<file path="config.mk">
export PLATFORM = sky130hd
export DESIGN_NAME = trimmed_moving_average_multichannel
export DESIGN_NICKNAME = d
export VERILOG_FILES = /design/src/sv/tma_pkg.sv /design/src/sv/tma_store.sv /design/src/sv/tma_div.sv /design/src/sv/tma_seq.sv /design/src/sv/trimmed_moving_average_multichannel.sv
export SDC_FILE = /design/constraint.sdc
export NUM_CORES = 2
export LEC_CHECK = 0
export BUFFER_PORTS_ARGS = -buffer_cell sky130_fd_sc_hd__buf_2
export CAP_MARGIN = 20
export CORE_ASPECT_RATIO = 1.5
export CORE_MARGIN = 3
export CORE_UTILIZATION = 30
export DETAILED_ROUTE_END_ITERATION = 7
export GPL_ROUTABILITY_DRIVEN = 0
export SYNTH_ARGS = -nofsm -noshare
export SYNTH_HDL_FRONTEND = slang
export SYNTH_SLANG_ARGS = --single-unit
</file>
<file path="constraint.sdc">
create_clock -name clock -period 7 [get_ports clock]
set_input_delay 0.7 -clock clock [delete_from_list [all_inputs] [get_ports clock]]
set_output_delay 0.7 -clock clock [all_outputs]
set_load 0.1 [all_outputs]
</file>
<file path="src/sv/tma_pkg.sv">
package tma_pkg;

   localparam int WINDOW   = 26;
   localparam int CHANNELS = 8;

   localparam int SAMPLE_W = 16;
   localparam int CHAN_W   = 4;
   localparam int SUM_W    = 22;
   localparam int NUM_W    = SUM_W + 1;
   localparam int PTR_W    = $clog2(WINDOW);
   localparam int CNT_W    = $clog2(WINDOW + 1);
   localparam int CH_W     = (CHANNELS > 1) ? $clog2(CHANNELS) : 1;
   localparam int DEPTH    = CHANNELS * WINDOW;
   localparam int ADDR_W   = $clog2(DEPTH);
   localparam int DIV_W     = NUM_W + (NUM_W % 2);
   localparam int DIV_STEPS = DIV_W / 2;
   localparam int DCNT_W    = $clog2(DIV_STEPS + 1);
   localparam int PC_W     = 4;

   localparam logic [CHAN_W:0] CH_LIMIT = (CHAN_W + 1)'(CHANNELS);

   localparam logic FUNC_FILTER = 1'b0;
   localparam logic FUNC_CLEAR  = 1'b1;

   localparam logic STATUS_OK     = 1'b0;
   localparam logic STATUS_BAD_CH = 1'b1;

   typedef struct packed {
      logic                       func;
      logic [CHAN_W-1:0]          channel;
      logic signed [SAMPLE_W-1:0] sample;
   } req_type;

   typedef struct packed {
      logic signed [SAMPLE_W-1:0] filtered;
      logic                       status;
      logic                       window_full;
   } rsp_type;

   typedef enum logic [3:0] {
      OP_NOP,
      OP_LOAD,
      OP_RD_OLD,
      OP_UPDATE,
      OP_SCAN_FIRST,
      OP_SCAN,
      OP_TRIM,
      OP_DIV_INIT,
      OP_DIV_STEP,
      OP_DIV_DONE,
      OP_SET_ERR,
      OP_CLEAR,
      OP_SEND
   } op_type;

   typedef enum logic [3:0] {
      C_NONE,
      C_ALWAYS,
      C_NO_REQ,
      C_BAD_CH,
      C_CLEAR,
      C_NOT_FULL,
      C_SCAN_MORE,
      C_DIV_MORE,
      C_RSP_BUSY
   } cond_type;

   typedef struct packed {
      op_type          op;
      cond_type        cond;
      logic [PC_W-1:0] target;
   } ucode_type;

   typedef struct packed {
      logic no_req;
      logic bad_ch;
      logic clear;
      logic not_full;
      logic scan_more;
      logic div_more;
      logic rsp_busy;
   } flags_type;

   typedef struct packed {
      logic more;
      logic done;
   } div_stat_type;

   localparam logic [PC_W-1:0] PC_FETCH    = 4'd0;
   localparam logic [PC_W-1:0] PC_CHECK    = 4'd1;
   localparam logic [PC_W-1:0] PC_KIND     = 4'd2;
   localparam logic [PC_W-1:0] PC_RD_OLD   = 4'd3;
   localparam logic [PC_W-1:0] PC_UPDATE   = 4'd4;
   localparam logic [PC_W-1:0] PC_SCAN0    = 4'd5;
   localparam logic [PC_W-1:0] PC_SCAN     = 4'd6;
   localparam logic [PC_W-1:0] PC_TRIM     = 4'd7;
   localparam logic [PC_W-1:0] PC_DIV_INIT = 4'd8;
   localparam logic [PC_W-1:0] PC_DIV      = 4'd9;
   localparam logic [PC_W-1:0] PC_DIV_DONE = 4'd10;
   localparam logic [PC_W-1:0] PC_ERR      = 4'd11;
   localparam logic [PC_W-1:0] PC_CLEAR    = 4'd12;
   localparam logic [PC_W-1:0] PC_SEND     = 4'd13;
   localparam logic [PC_W-1:0] PC_RETURN   = 4'd14;

endpackage

</file>
<file path="src/sv/tma_store.sv">
module tma_store (
   input  logic                               clock,
   input  logic                               wr_en,
   input  logic [tma_pkg::ADDR_W-1:0]         wr_addr,
   input  logic signed [tma_pkg::SAMPLE_W-1:0] wr_data,
   input  logic                               rd_en,
   input  logic [tma_pkg::ADDR_W-1:0]         rd_addr,
   output logic signed [tma_pkg::SAMPLE_W-1:0] rd_data
);

   logic signed [tma_pkg::SAMPLE_W-1:0] store_ff [tma_pkg::DEPTH];
   logic signed [tma_pkg::SAMPLE_W-1:0] rd_data_ff;

   always_ff @(posedge clock) begin
      if (wr_en) begin
         store_ff[wr_addr] <= wr_data;
      end
   end

   always_ff @(posedge clock) begin
      if (rd_en) begin
         rd_data_ff <= store_ff[rd_addr];
      end
   end

   assign rd_data = rd_data_ff;

endmodule

</file>
<file path="src/sv/tma_div.sv">
module tma_div (
   input  logic                                clock,
   input  logic                                reset,
   input  logic                                load,
   input  logic                                step,
   input  logic signed [tma_pkg::NUM_W-1:0]    num,
   input  logic [tma_pkg::CNT_W-1:0]           den,
   output logic signed [tma_pkg::SAMPLE_W-1:0] quot,
   output tma_pkg::div_stat_type               stat
);

   logic [tma_pkg::CNT_W-1:0]  rem_ff, rem_in, rem_v;
   logic [tma_pkg::DIV_W-1:0]  dq_ff, dq_in, dq_v;
   logic [tma_pkg::CNT_W-1:0]  den_ff, den_in;
   logic                       neg_ff, neg_in;
   logic [tma_pkg::DCNT_W-1:0] cnt_ff, cnt_in;
   logic [tma_pkg::CNT_W:0]    trial;
   logic [tma_pkg::NUM_W-1:0]  mag;
   logic [tma_pkg::SAMPLE_W-1:0] q_low;

   // Two restoring steps per cycle while step is asserted; the quotient shifts into the dividend register.
   always_comb begin
      rem_v = rem_ff;
      dq_v  = dq_ff;
      trial = '0;
      for (int k = 0; k < 2; k++) begin
         trial = {rem_v, dq_v[tma_pkg::DIV_W-1]};
         dq_v  = {dq_v[tma_pkg::DIV_W-2:0], 1'b0};
         if (trial >= {1'b0, den_ff}) begin
            rem_v   = tma_pkg::CNT_W'(trial - {1'b0, den_ff});
            dq_v[0] = 1'b1;
         end else begin
            rem_v = trial[tma_pkg::CNT_W-1:0];
         end
      end
   end

   assign mag = num[tma_pkg::NUM_W-1] ? tma_pkg::NUM_W'(-num) : tma_pkg::NUM_W'(num);

   always_comb begin
      rem_in = rem_ff;
      dq_in  = dq_ff;
      den_in = den_ff;
      neg_in = neg_ff;
      cnt_in = cnt_ff;
      if (load) begin
         rem_in = '0;
         dq_in  = tma_pkg::DIV_W'(mag);
         den_in = den;
         neg_in = num[tma_pkg::NUM_W-1];
         cnt_in = tma_pkg::DCNT_W'(tma_pkg::DIV_STEPS);
      end else if (step) begin
         rem_in = rem_v;
         dq_in  = dq_v;
         cnt_in = cnt_ff - tma_pkg::DCNT_W'(1);
      end
   end

   always_ff @(posedge clock) begin
      if (reset) begin
         cnt_ff <= '0;
      end else begin
         cnt_ff <= cnt_in;
      end
   end

   always_ff @(posedge clock) begin
      rem_ff <= rem_in;
      dq_ff  <= dq_in;
      den_ff <= den_in;
      neg_ff <= neg_in;
   end

   assign q_low     = dq_ff[tma_pkg::SAMPLE_W-1:0];
   assign quot      = neg_ff ? -q_low : q_low;
   assign stat.more = cnt_ff > tma_pkg::DCNT_W'(1);
   assign stat.done = cnt_ff == '0;

endmodule

</file>
<file path="src/sv/tma_seq.sv">
module tma_seq (
   input  logic                clock,
   input  logic                reset,
   input  tma_pkg::flags_type  flags,
   output tma_pkg::ucode_type  ctrl
);

   logic [tma_pkg::PC_W-1:0] pc_ff, pc_in;
   logic                     take;

   always_comb begin
      case (pc_ff)
         tma_pkg::PC_FETCH:
            ctrl = '{op: tma_pkg::OP_LOAD, cond: tma_pkg::C_NO_REQ, target: tma_pkg::PC_FETCH};
         tma_pkg::PC_CHECK:
            ctrl = '{op: tma_pkg::OP_NOP, cond: tma_pkg::C_BAD_CH, target: tma_pkg::PC_ERR};
         tma_pkg::PC_KIND:
            ctrl = '{op: tma_pkg::OP_NOP, cond: tma_pkg::C_CLEAR, target: tma_pkg::PC_CLEAR};
         tma_pkg::PC_RD_OLD:
            ctrl = '{op: tma_pkg::OP_RD_OLD, cond: tma_pkg::C_NONE, target: tma_pkg::PC_FETCH};
         tma_pkg::PC_UPDATE:
            ctrl = '{op: tma_pkg::OP_UPDATE, cond: tma_pkg::C_NOT_FULL,
                     target: tma_pkg::PC_DIV_INIT};
         tma_pkg::PC_SCAN0:
            ctrl = '{op: tma_pkg::OP_SCAN_FIRST, cond: tma_pkg::C_NONE,
                     target: tma_pkg::PC_FETCH};
         tma_pkg::PC_SCAN:
            ctrl = '{op: tma_pkg::OP_SCAN, cond: tma_pkg::C_SCAN_MORE, target: tma_pkg::PC_SCAN};
         tma_pkg::PC_TRIM:
            ctrl = '{op: tma_pkg::OP_TRIM, cond: tma_pkg::C_NONE, target: tma_pkg::PC_FETCH};
         tma_pkg::PC_DIV_INIT:
            ctrl = '{op: tma_pkg::OP_DIV_INIT, cond: tma_pkg::C_NONE, target: tma_pkg::PC_FETCH};
         tma_pkg::PC_DIV:
            ctrl = '{op: tma_pkg::OP_DIV_STEP, cond: tma_pkg::C_DIV_MORE, target: tma_pkg::PC_DIV};
         tma_pkg::PC_DIV_DONE:
            ctrl = '{op: tma_pkg::OP_DIV_DONE, cond: tma_pkg::C_ALWAYS, target: tma_pkg::PC_SEND};
         tma_pkg::PC_ERR:
            ctrl = '{op: tma_pkg::OP_SET_ERR, cond: tma_pkg::C_ALWAYS, target: tma_pkg::PC_SEND};
         tma_pkg::PC_CLEAR:
            ctrl = '{op: tma_pkg::OP_CLEAR, cond: tma_pkg::C_NONE, target: tma_pkg::PC_FETCH};
         tma_pkg::PC_SEND:
            ctrl = '{op: tma_pkg::OP_SEND, cond: tma_pkg::C_RSP_BUSY, target: tma_pkg::PC_SEND};
         tma_pkg::PC_RETURN:
            ctrl = '{op: tma_pkg::OP_NOP, cond: tma_pkg::C_ALWAYS, target: tma_pkg::PC_FETCH};
         default:
            ctrl = '{op: tma_pkg::OP_NOP, cond: tma_pkg::C_ALWAYS, target: tma_pkg::PC_FETCH};
      endcase
   end

   always_comb begin
      case (ctrl.cond)
         tma_pkg::C_NONE:      take = 1'b0;
         tma_pkg::C_ALWAYS:    take = 1'b1;
         tma_pkg::C_NO_REQ:    take = flags.no_req;
         tma_pkg::C_BAD_CH:    take = flags.bad_ch;
         tma_pkg::C_CLEAR:     take = flags.clear;
         tma_pkg::C_NOT_FULL:  take = flags.not_full;
         tma_pkg::C_SCAN_MORE: take = flags.scan_more;
         tma_pkg::C_DIV_MORE:  take = flags.div_more;
         tma_pkg::C_RSP_BUSY:  take = flags.rsp_busy;
         default:              take = 1'b0;
      endcase
   end

   assign pc_in = take ? ctrl.target : pc_ff + tma_pkg::PC_W'(1);

   always_ff @(posedge clock) begin
      if (reset) begin
         pc_ff <= tma_pkg::PC_FETCH;
      end else begin
         pc_ff <= pc_in;
      end
   end

endmodule

</file>
<file path="src/sv/trimmed_moving_average_multichannel.sv">
// Trimmed moving-average filter with an independent window per channel.
// Request channel (req_valid/req_ready/req_data) carries one item: a sample
// to filter or a clear command for one channel. Response channel
// (rsp_valid/rsp_ready/rsp_data) returns exactly one result per item, in order.
// A microcoded sequencer steps a shared datapath: one read of the sample
// memory per cycle for the window scan and a radix-4 restoring divider.
// A full-window item is scanned for min/max one sample at a time, trimmed and
// divided; while the window fills the sum goes straight to the divider; a
// clear and a bad channel skip both. Items are handled one at a time: the
// next item is accepted only after the result is loaded, via a return step.
// Reset returns every channel to an empty window at once; the sample memory
// is not swept because entries beyond the fill count are never used.
// The result sits in an output register; if the receiver stalls, the block
// holds the finished result in its result register and waits before loading it.
module trimmed_moving_average_multichannel (
   input  logic              clock,
   input  logic              reset,
   input  logic              req_valid,
   output logic              req_ready,
   input  tma_pkg::req_type  req_data,
   output logic              rsp_valid,
   input  logic              rsp_ready,
   output tma_pkg::rsp_type  rsp_data
);

   tma_pkg::ucode_type    ctrl;
   tma_pkg::flags_type    flags;
   tma_pkg::div_stat_type div_st;

   tma_pkg::req_type req_ff, req_in;
   tma_pkg::rsp_type res_ff, res_in;
   tma_pkg::rsp_type rsp_data_ff, rsp_data_in;
   logic             rsp_valid_ff, rsp_valid_in;
   logic             rsp_free;

   logic signed [tma_pkg::SUM_W-1:0] sum_ff  [tma_pkg::CHANNELS];
   logic signed [tma_pkg::SUM_W-1:0] sum_in  [tma_pkg::CHANNELS];
   logic [tma_pkg::PTR_W-1:0]        ptr_ff  [tma_pkg::CHANNELS];
   logic [tma_pkg::PTR_W-1:0]        ptr_in  [tma_pkg::CHANNELS];
   logic [tma_pkg::CNT_W-1:0]        fill_ff [tma_pkg::CHANNELS];
   logic [tma_pkg::CNT_W-1:0]        fill_in [tma_pkg::CHANNELS];
   logic                             full_ff [tma_pkg::CHANNELS];
   logic                             full_in [tma_pkg::CHANNELS];

   logic [tma_pkg::CH_W-1:0]         ch_idx;
   logic signed [tma_pkg::SUM_W-1:0] sum_rd, sum_new;
   logic [tma_pkg::PTR_W-1:0]        ptr_rd;
   logic [tma_pkg::CNT_W-1:0]        fill_rd, fill_inc;
   logic                             full_rd;

   logic [tma_pkg::ADDR_W-1:0]          base;
   logic                                st_wr_en, st_rd_en;
   logic [tma_pkg::ADDR_W-1:0]          st_wr_addr, st_rd_addr;
   logic signed [tma_pkg::SAMPLE_W-1:0] st_rd_data, old_val;

   logic [tma_pkg::CNT_W-1:0]           idx_ff, idx_in;
   logic signed [tma_pkg::SAMPLE_W-1:0] mx_ff, mx_in, mn_ff, mn_in;
   logic signed [tma_pkg::NUM_W-1:0]    num_ff, num_in, trim_num;
   logic [tma_pkg::CNT_W-1:0]           den_ff, den_in;
   logic                                trim_ff, trim_in;
   logic                                div_load, div_step;
   logic signed [tma_pkg::SAMPLE_W-1:0] div_quot;

   tma_seq u_seq (
      .clock (clock),
      .reset (reset),
      .flags (flags),
      .ctrl  (ctrl)
   );

   tma_store u_store (
      .clock   (clock),
      .wr_en   (st_wr_en),
      .wr_addr (st_wr_addr),
      .wr_data (req_ff.sample),
      .rd_en   (st_rd_en),
      .rd_addr (st_rd_addr),
      .rd_data (st_rd_data)
   );

   tma_div u_div (
      .clock (clock),
      .reset (reset),
      .load  (div_load),
      .step  (div_step),
      .num   (num_ff),
      .den   (den_ff),
      .quot  (div_quot),
      .stat  (div_st)
   );

   assign ch_idx   = req_ff.channel[tma_pkg::CH_W-1:0];
   assign sum_rd   = sum_ff[ch_idx];
   assign ptr_rd   = ptr_ff[ch_idx];
   assign fill_rd  = fill_ff[ch_idx];
   assign full_rd  = full_ff[ch_idx];
   assign fill_inc = fill_rd + tma_pkg::CNT_W'(1);
   assign base     = tma_pkg::ADDR_W'(ch_idx) * tma_pkg::ADDR_W'(tma_pkg::WINDOW);

   // Before the window is full, the slot at the pointer has not been written since clear.
   assign old_val  = full_rd ? st_rd_data : '0;
   assign sum_new  = sum_rd + tma_pkg::SUM_W'(req_ff.sample) - tma_pkg::SUM_W'(old_val);
   assign trim_num = tma_pkg::NUM_W'(sum_rd) - tma_pkg::NUM_W'(mx_ff) - tma_pkg::NUM_W'(mn_ff);

   assign rsp_free  = !rsp_valid_ff || rsp_ready;
   assign req_ready = ctrl.op == tma_pkg::OP_LOAD;

   always_comb begin
      flags.no_req    = !req_valid;
      flags.bad_ch    = {1'b0, req_ff.channel} >= tma_pkg::CH_LIMIT;
      flags.clear     = req_ff.func == tma_pkg::FUNC_CLEAR;
      flags.not_full  = !full_rd;
      flags.scan_more = idx_ff != tma_pkg::CNT_W'(tma_pkg::WINDOW);
      flags.div_more  = div_st.more;
      flags.rsp_busy  = !rsp_free;
   end

   always_comb begin
      req_in       = req_ff;
      res_in       = res_ff;
      sum_in       = sum_ff;
      ptr_in       = ptr_ff;
      fill_in      = fill_ff;
      full_in      = full_ff;
      idx_in       = idx_ff;
      mx_in        = mx_ff;
      mn_in        = mn_ff;
      num_in       = num_ff;
      den_in       = den_ff;
      trim_in      = trim_ff;
      st_wr_en     = 1'b0;
      st_rd_en     = 1'b0;
      st_wr_addr   = base + tma_pkg::ADDR_W'(ptr_rd);
      st_rd_addr   = base + tma_pkg::ADDR_W'(ptr_rd);
      div_load     = 1'b0;
      div_step     = 1'b0;
      rsp_valid_in = rsp_valid_ff && !rsp_ready;
      rsp_data_in  = rsp_data_ff;
      case (ctrl.op)
         tma_pkg::OP_LOAD: begin
            if (req_valid) begin
               req_in = req_data;
            end
         end
         tma_pkg::OP_RD_OLD: begin
            st_rd_en = 1'b1;
         end
         tma_pkg::OP_UPDATE: begin
            st_wr_en       = 1'b1;
            sum_in[ch_idx] = sum_new;
            ptr_in[ch_idx] = (ptr_rd == tma_pkg::PTR_W'(tma_pkg::WINDOW - 1)) ?
                             '0 : ptr_rd + tma_pkg::PTR_W'(1);
            if (!full_rd) begin
               fill_in[ch_idx] = fill_inc;
               if (fill_inc == tma_pkg::CNT_W'(tma_pkg::WINDOW)) begin
                  full_in[ch_idx] = 1'b1;
               end
            end
            num_in  = tma_pkg::NUM_W'(sum_new);
            den_in  = fill_inc;
            trim_in = full_rd;
         end
         tma_pkg::OP_SCAN_FIRST: begin
            st_rd_en   = 1'b1;
            st_rd_addr = base;
            idx_in     = tma_pkg::CNT_W'(1);
         end
         tma_pkg::OP_SCAN: begin
            st_rd_en   = idx_ff != tma_pkg::CNT_W'(tma_pkg::WINDOW);
            st_rd_addr = base + tma_pkg::ADDR_W'(idx_ff);
            idx_in     = idx_ff + tma_pkg::CNT_W'(1);
            if (idx_ff == tma_pkg::CNT_W'(1)) begin
               mx_in = st_rd_data;
               mn_in = st_rd_data;
            end else begin
               if (st_rd_data > mx_ff) begin
                  mx_in = st_rd_data;
               end
               if (st_rd_data < mn_ff) begin
                  mn_in = st_rd_data;
               end
            end
         end
         tma_pkg::OP_TRIM: begin
            num_in = trim_num;
            den_in = tma_pkg::CNT_W'(tma_pkg::WINDOW - 2);
         end
         tma_pkg::OP_DIV_INIT: begin
            div_load = 1'b1;
         end
         tma_pkg::OP_DIV_STEP: begin
            div_step = 1'b1;
         end
         tma_pkg::OP_DIV_DONE: begin
            res_in = '{filtered: div_quot, status: tma_pkg::STATUS_OK, window_full: trim_ff};
         end
         tma_pkg::OP_SET_ERR: begin
            res_in = '{filtered: '0, status: tma_pkg::STATUS_BAD_CH, window_full: 1'b0};
         end
         tma_pkg::OP_CLEAR: begin
            sum_in[ch_idx]  = '0;
            ptr_in[ch_idx]  = '0;
            fill_in[ch_idx] = '0;
            full_in[ch_idx] = 1'b0;
            res_in = '{filtered: '0, status: tma_pkg::STATUS_OK, window_full: 1'b0};
         end
         tma_pkg::OP_SEND: begin
            if (rsp_free) begin
               rsp_valid_in = 1'b1;
               rsp_data_in  = res_ff;
            end
         end
         default: begin
         end
      endcase
   end

   always_ff @(posedge clock) begin
      if (reset) begin
         rsp_valid_ff <= 1'b0;
         for (int c = 0; c < tma_pkg::CHANNELS; c++) begin
            sum_ff[c]  <= '0;
            ptr_ff[c]  <= '0;
            fill_ff[c] <= '0;
            full_ff[c] <= 1'b0;
         end
      end else begin
         rsp_valid_ff <= rsp_valid_in;
         sum_ff       <= sum_in;
         ptr_ff       <= ptr_in;
         fill_ff      <= fill_in;
         full_ff      <= full_in;
      end
   end

   always_ff @(posedge clock) begin
      req_ff      <= req_in;
      res_ff      <= res_in;
      rsp_data_ff <= rsp_data_in;
      idx_ff      <= idx_in;
      mx_ff       <= mx_in;
      mn_ff       <= mn_in;
      num_ff      <= num_in;
      den_ff      <= den_in;
      trim_ff     <= trim_in;
   end

   assign rsp_valid = rsp_valid_ff;
   assign rsp_data  = rsp_data_ff;

   a_ptr_tracks_fill: assert property (@(posedge clock) disable iff (reset)
      (ctrl.op == tma_pkg::OP_UPDATE) && !full_rd |-> tma_pkg::CNT_W'(ptr_rd) == fill_rd)
      else $error("Write pointer and fill count disagree on a filling window.");

   a_leave_fetch: assert property (@(posedge clock) disable iff (reset)
      req_valid && req_ready |=> !req_ready)
      else $error("Sequencer stayed in fetch after taking an item.");

   a_div_finished: assert property (@(posedge clock) disable iff (reset)
      ctrl.op == tma_pkg::OP_DIV_DONE |-> div_st.done)
      else $error("Quotient taken before the divider finished.");

   a_rsp_from_send: assert property (@(posedge clock) disable iff (reset)
      $rose(rsp_valid_ff) |-> $past(ctrl.op == tma_pkg::OP_SEND))
      else $error("Result register loaded outside the send step.");

endmodule

</file>
==> results.py <==
metrics = {
    "status": {
        "run_status": "finished, violations left",
        "failed_checks": "max-slew violations",
    },
    "synthesis": {
        "synthesis.area_um2": 154000,
        "syn_nets": 11127,
        "synth_edf_count": 3496,
        "yosysTopAreaCellShare_pct": 68.1,
        "syn_avg_cell_area_um2": 14.1,
        "synth-async-reset-ratio_pct": 0,
        "ys_types": 90,
        "synth.ff_latch_count": 3787,
        "yosysSeqAreaShare_pct": 71.9,
        "ys_top_cells_by_area": "edfxtp_1 68%, nand2_1 5.5%, mux4_2 3.9%, dfxtp_1 3.8%, mux2i_1 2.7%",
        "synth_warnings": 0,
        "syn_inst": 10933,
        "synth.largest_area_cell": "edfxtp_1",
        "ys.flop_type": "edfxtp_1",
    },
    "flow_run": {
        "drv_cap": 0,
    },
    "global_route": {
        "track_usage_pct": 18.1,
        "antenna_found_initial": 15,
        "grt_max_degree": 173,
        "overflow": 0,
        "first_global_vias": 93572,
        "grt_pass1_wl_mm": 691,
    },
    "sta": {
        "finalCritPeriodShare_pct": 95.9,
        "finalClockSkew_ns": 0.0489,
        "worst_pin_slew_ns": 1.81,
        "max_freq_ghz": 0.149,
        "setup_viol": 0,
        "period_needed_ns": 6.71,
        "rsz0062_at_grt": "no",
        "finalMaxSlewViolations": 107,
        "hold_viol": 0,
        "slew_headroom_pct": -20.6,
    },
    "drt": {
        "viasPerCell": 5.24,
        "wl_mm": 489,
        "num_vias": 96145,
        "drc": 0,
        "post_drt_wl_per_cell_um": 26.6,
        "ant_nets": 0,
        "drt_first_pass_iters": 7,
        "drt_iter0_markers": 11110,
    },
    "clock_tree": {
        "clk_pin_slew_ns": 0.07,
        "clk_latency_ns": 0.98,
        "root_buffer": "clkbuf_16",
        "cts_tree": "built",
        "cts_inserted_buffers": 341,
        "clockBufferDepth": 4,
        "clkSinkCount": 3787,
        "htree_levels": 5,
    },
    "layout": {
        "fillers": 48819,
        "area_delta_synth_final_pct": 14.6,
        "final_area_um2": 177000,
        "fin_nets": 11480,
        "final_common_cell": "edfxtp_1",
        "final_layout_size_suffix_gt1_share_pct": 13.3,
        "regArea_um2": 111000,
        "multiInputGateArea_um2": 40100,
        "final_cell_mix": "3496 x edfxtp_1, 2256 x nand2_1, 678 x nand3_1",
    },
    "worst_setup_path": {
        "critical_path_buf_inv_count": 6,
        "cp_top_family": "simple AND/OR/NAND/NOR gates",
        "crit_path_top_delay_cell": "xnor2_2",
        "crit_path_cell_trace": "buf_12, inv_1, ha_1, ha_1, inv_1, fa_1, xor2_1, buf_4, nor2_1, o211ai_1, xnor2_2, nand4_1, buf_4, a2111oi_0, buf_4, nand3_1, nand4_1, nor3_1",
        "worstSetupStartpointType": "register",
        "cpPeakStageDelay_ns": 0.81,
        "worst-setup-path-type": "register to register",
        "critical_path_arrival_ns": 7.40,
        "cpMostUsedCell": "buf_4",
        "crit_required_ns": 7.69,
        "crit_path_end_kind": "register",
        "critPathMaxFanout": 40,
    },
    "pwr": {
        "p_leak_nw": 57.0,
        "comb_power_share_pct": 31.5,
        "sw_frac_of_total_pct": 36.3,
        "power_mw": 66.5,
        "ir_worst_vdd_v": 0.000433,
        "p_switching_mw": 24.2,
        "p_seq_share_pct": 40.2,
        "p_per_area_nw_per_um2": 377,
        "clockPowerShare_pct": 28.3,
        "p_int_mw": 42.3,
    },
    "floorplan": {
        "pin_count": 45,
        "rows": 321,
        "fp.dieArea_um2": 522000,
        "core_area_um2": 510000,
        "initial_core_util_pct": 30.2,
        "dieHeight_um": 884,
        "fp.dieW_um": 591,
    },
    "placement": {
        "io_buffers": 44,
        "placed_area_um2": 165000,
        "hpwl_mm": 314,
    },
    "hold_path": {
        "hp-class": "input port to register",
    },
}
-- path summary, 6_finish.rpt --
kind                                   start                 end  slack (ns)  cells after the start
worst max-delay path               ch_idx[1]  u_store.rd_data[9]        0.29                     18
worst min-delay path            req_data[17]           ch_idx[1]       0.009                      1
worst max register to register     ch_idx[1]  u_store.rd_data[9]        0.29                     18
worst min register to register     den_ff[1]     u_div.den_ff[1]        0.41                      0
-- final cells by class --
class / instances / area share [%]
clock buffers: 405 / 5.06
inverters: 154 / 0.330
diodes: 7 / 0.00992
repair buffers: 657 / 3.19
flip-flops and latches: 3787 / 62.8
multi-input cells: 6345 / 22.7
well taps: 6783 / 4.81
clock inverters: 213 / 1.15
-- cell usage after synthesis (19+ instances only) --
cell and count:
a21oi_1 555, or3_1 27, a32oi_1 102, o221ai_1 31, o21ai_0 208, nor2b_1 35
o31ai_1 19, nand3b_1 31, nor4_1 63, xor2_1 61, nand3_1 679, a211oi_1 30
mux2i_1 414, fa_1 48, o22ai_1 134, a22oi_1 71, clkbuf_1 264, a21o_1 32
nor3_1 95, buf_1 51, ha_1 121, a311oi_1 31, nor2_1 456, xnor2_1 50
and3_1 61, nand2_1 2273, buf_4 62, buf_2 263, mux4_2 268, nand4_1 167
dfxtp_1 291, a31oi_1 78, edfxtp_1 3496, inv_1 149
-- flip-flops by register name (all words and copies together) (netlist names), 16 cells and up, named ones only --
name,flops
rsp_data,18
req_ff,17
mn_ff,16
u_div.dq_ff,24
res_ff,18
mx_ff,16
fill_ff,40
num_ff,23
sum_ff,176
u_store.rd_data,16
ptr_ff,40
u_store.store_ff,3328
-- timing repair --
| item | 4_1_cts | 5_1_grt |
|---|---|---|
| hold endpoints to repair | 20 | 0 |
| buffers inserted | 2 | 0 |
| gates resized for setup | 1 | 0 |
| hold buffers | 20 | 0 |
| endpoints found under the setup margin | 2 | 0 |
-- kinds of logic after synthesis --
family                   Yosys count  synth area share, %
buffers and inverters            801                 2.35
adder cells (fa/ha/maj)          169                 1.61
multiplexers                     692                 6.70
AND/OR/NAND/NOR                 3945                 11.0
AO/OA/AOI/OAI                   1427                 5.76
flip-flops                      3787                 71.9
XOR/XNOR                         112                0.642
-- per-layer routing --
layer	GRT usage (%)	share of wire, %
met1	20.5	35
met3	2.35	6.8
met5	0	0.0047
met4	13.7	8.8
met2	30.9	50
-- worst register-to-register path: stages, from the launching register on --
cell       delay (ns)
edfxtp_1         0.59
buf_12           0.33
inv_1            0.18
ha_1             0.33
ha_1             0.18
inv_1            0.07
fa_1             0.43
xor2_1           0.17
buf_4            0.19
nor2_1           0.14
o211ai_1         0.22
xnor2_2          0.81
nand4_1          0.68
buf_4            0.42
a2111oi_0        0.58
buf_4            0.23
nand3_1          0.36
nand4_1          0.46
nor3_1           0.08
-- power by group through the flow --
stage,logic (mW),registers [mW],clock network [mW]
5_1_grt,21.7,26.8,19.9
6_report,20.9,26.7,18.8
4_1_cts,20.7,26.7,19.1
3_5_place_dp,20.6,27.2,0
3_3_place_gp,20.5,27.2,0
2_1_floorplan,10.1,27.8,0
-- stage by stage --
stage	worst slack (ns)	hold slack, ns	TNS (ns)	instances	util [%]
finish	0.290	0.00948	0	18351	34.6
global route	0.116	-0.0120	0	18346	34.6
CTS	0.263	0.00742	0	18339	34.6
detailed placement	-0.0775	0.406	-0.153	17699	32.4
global placement	0.107	0.401	0	17690	32.4
floorplan	0.540	0.400	0	10933	-
Power figures use the tool's default switching activity.
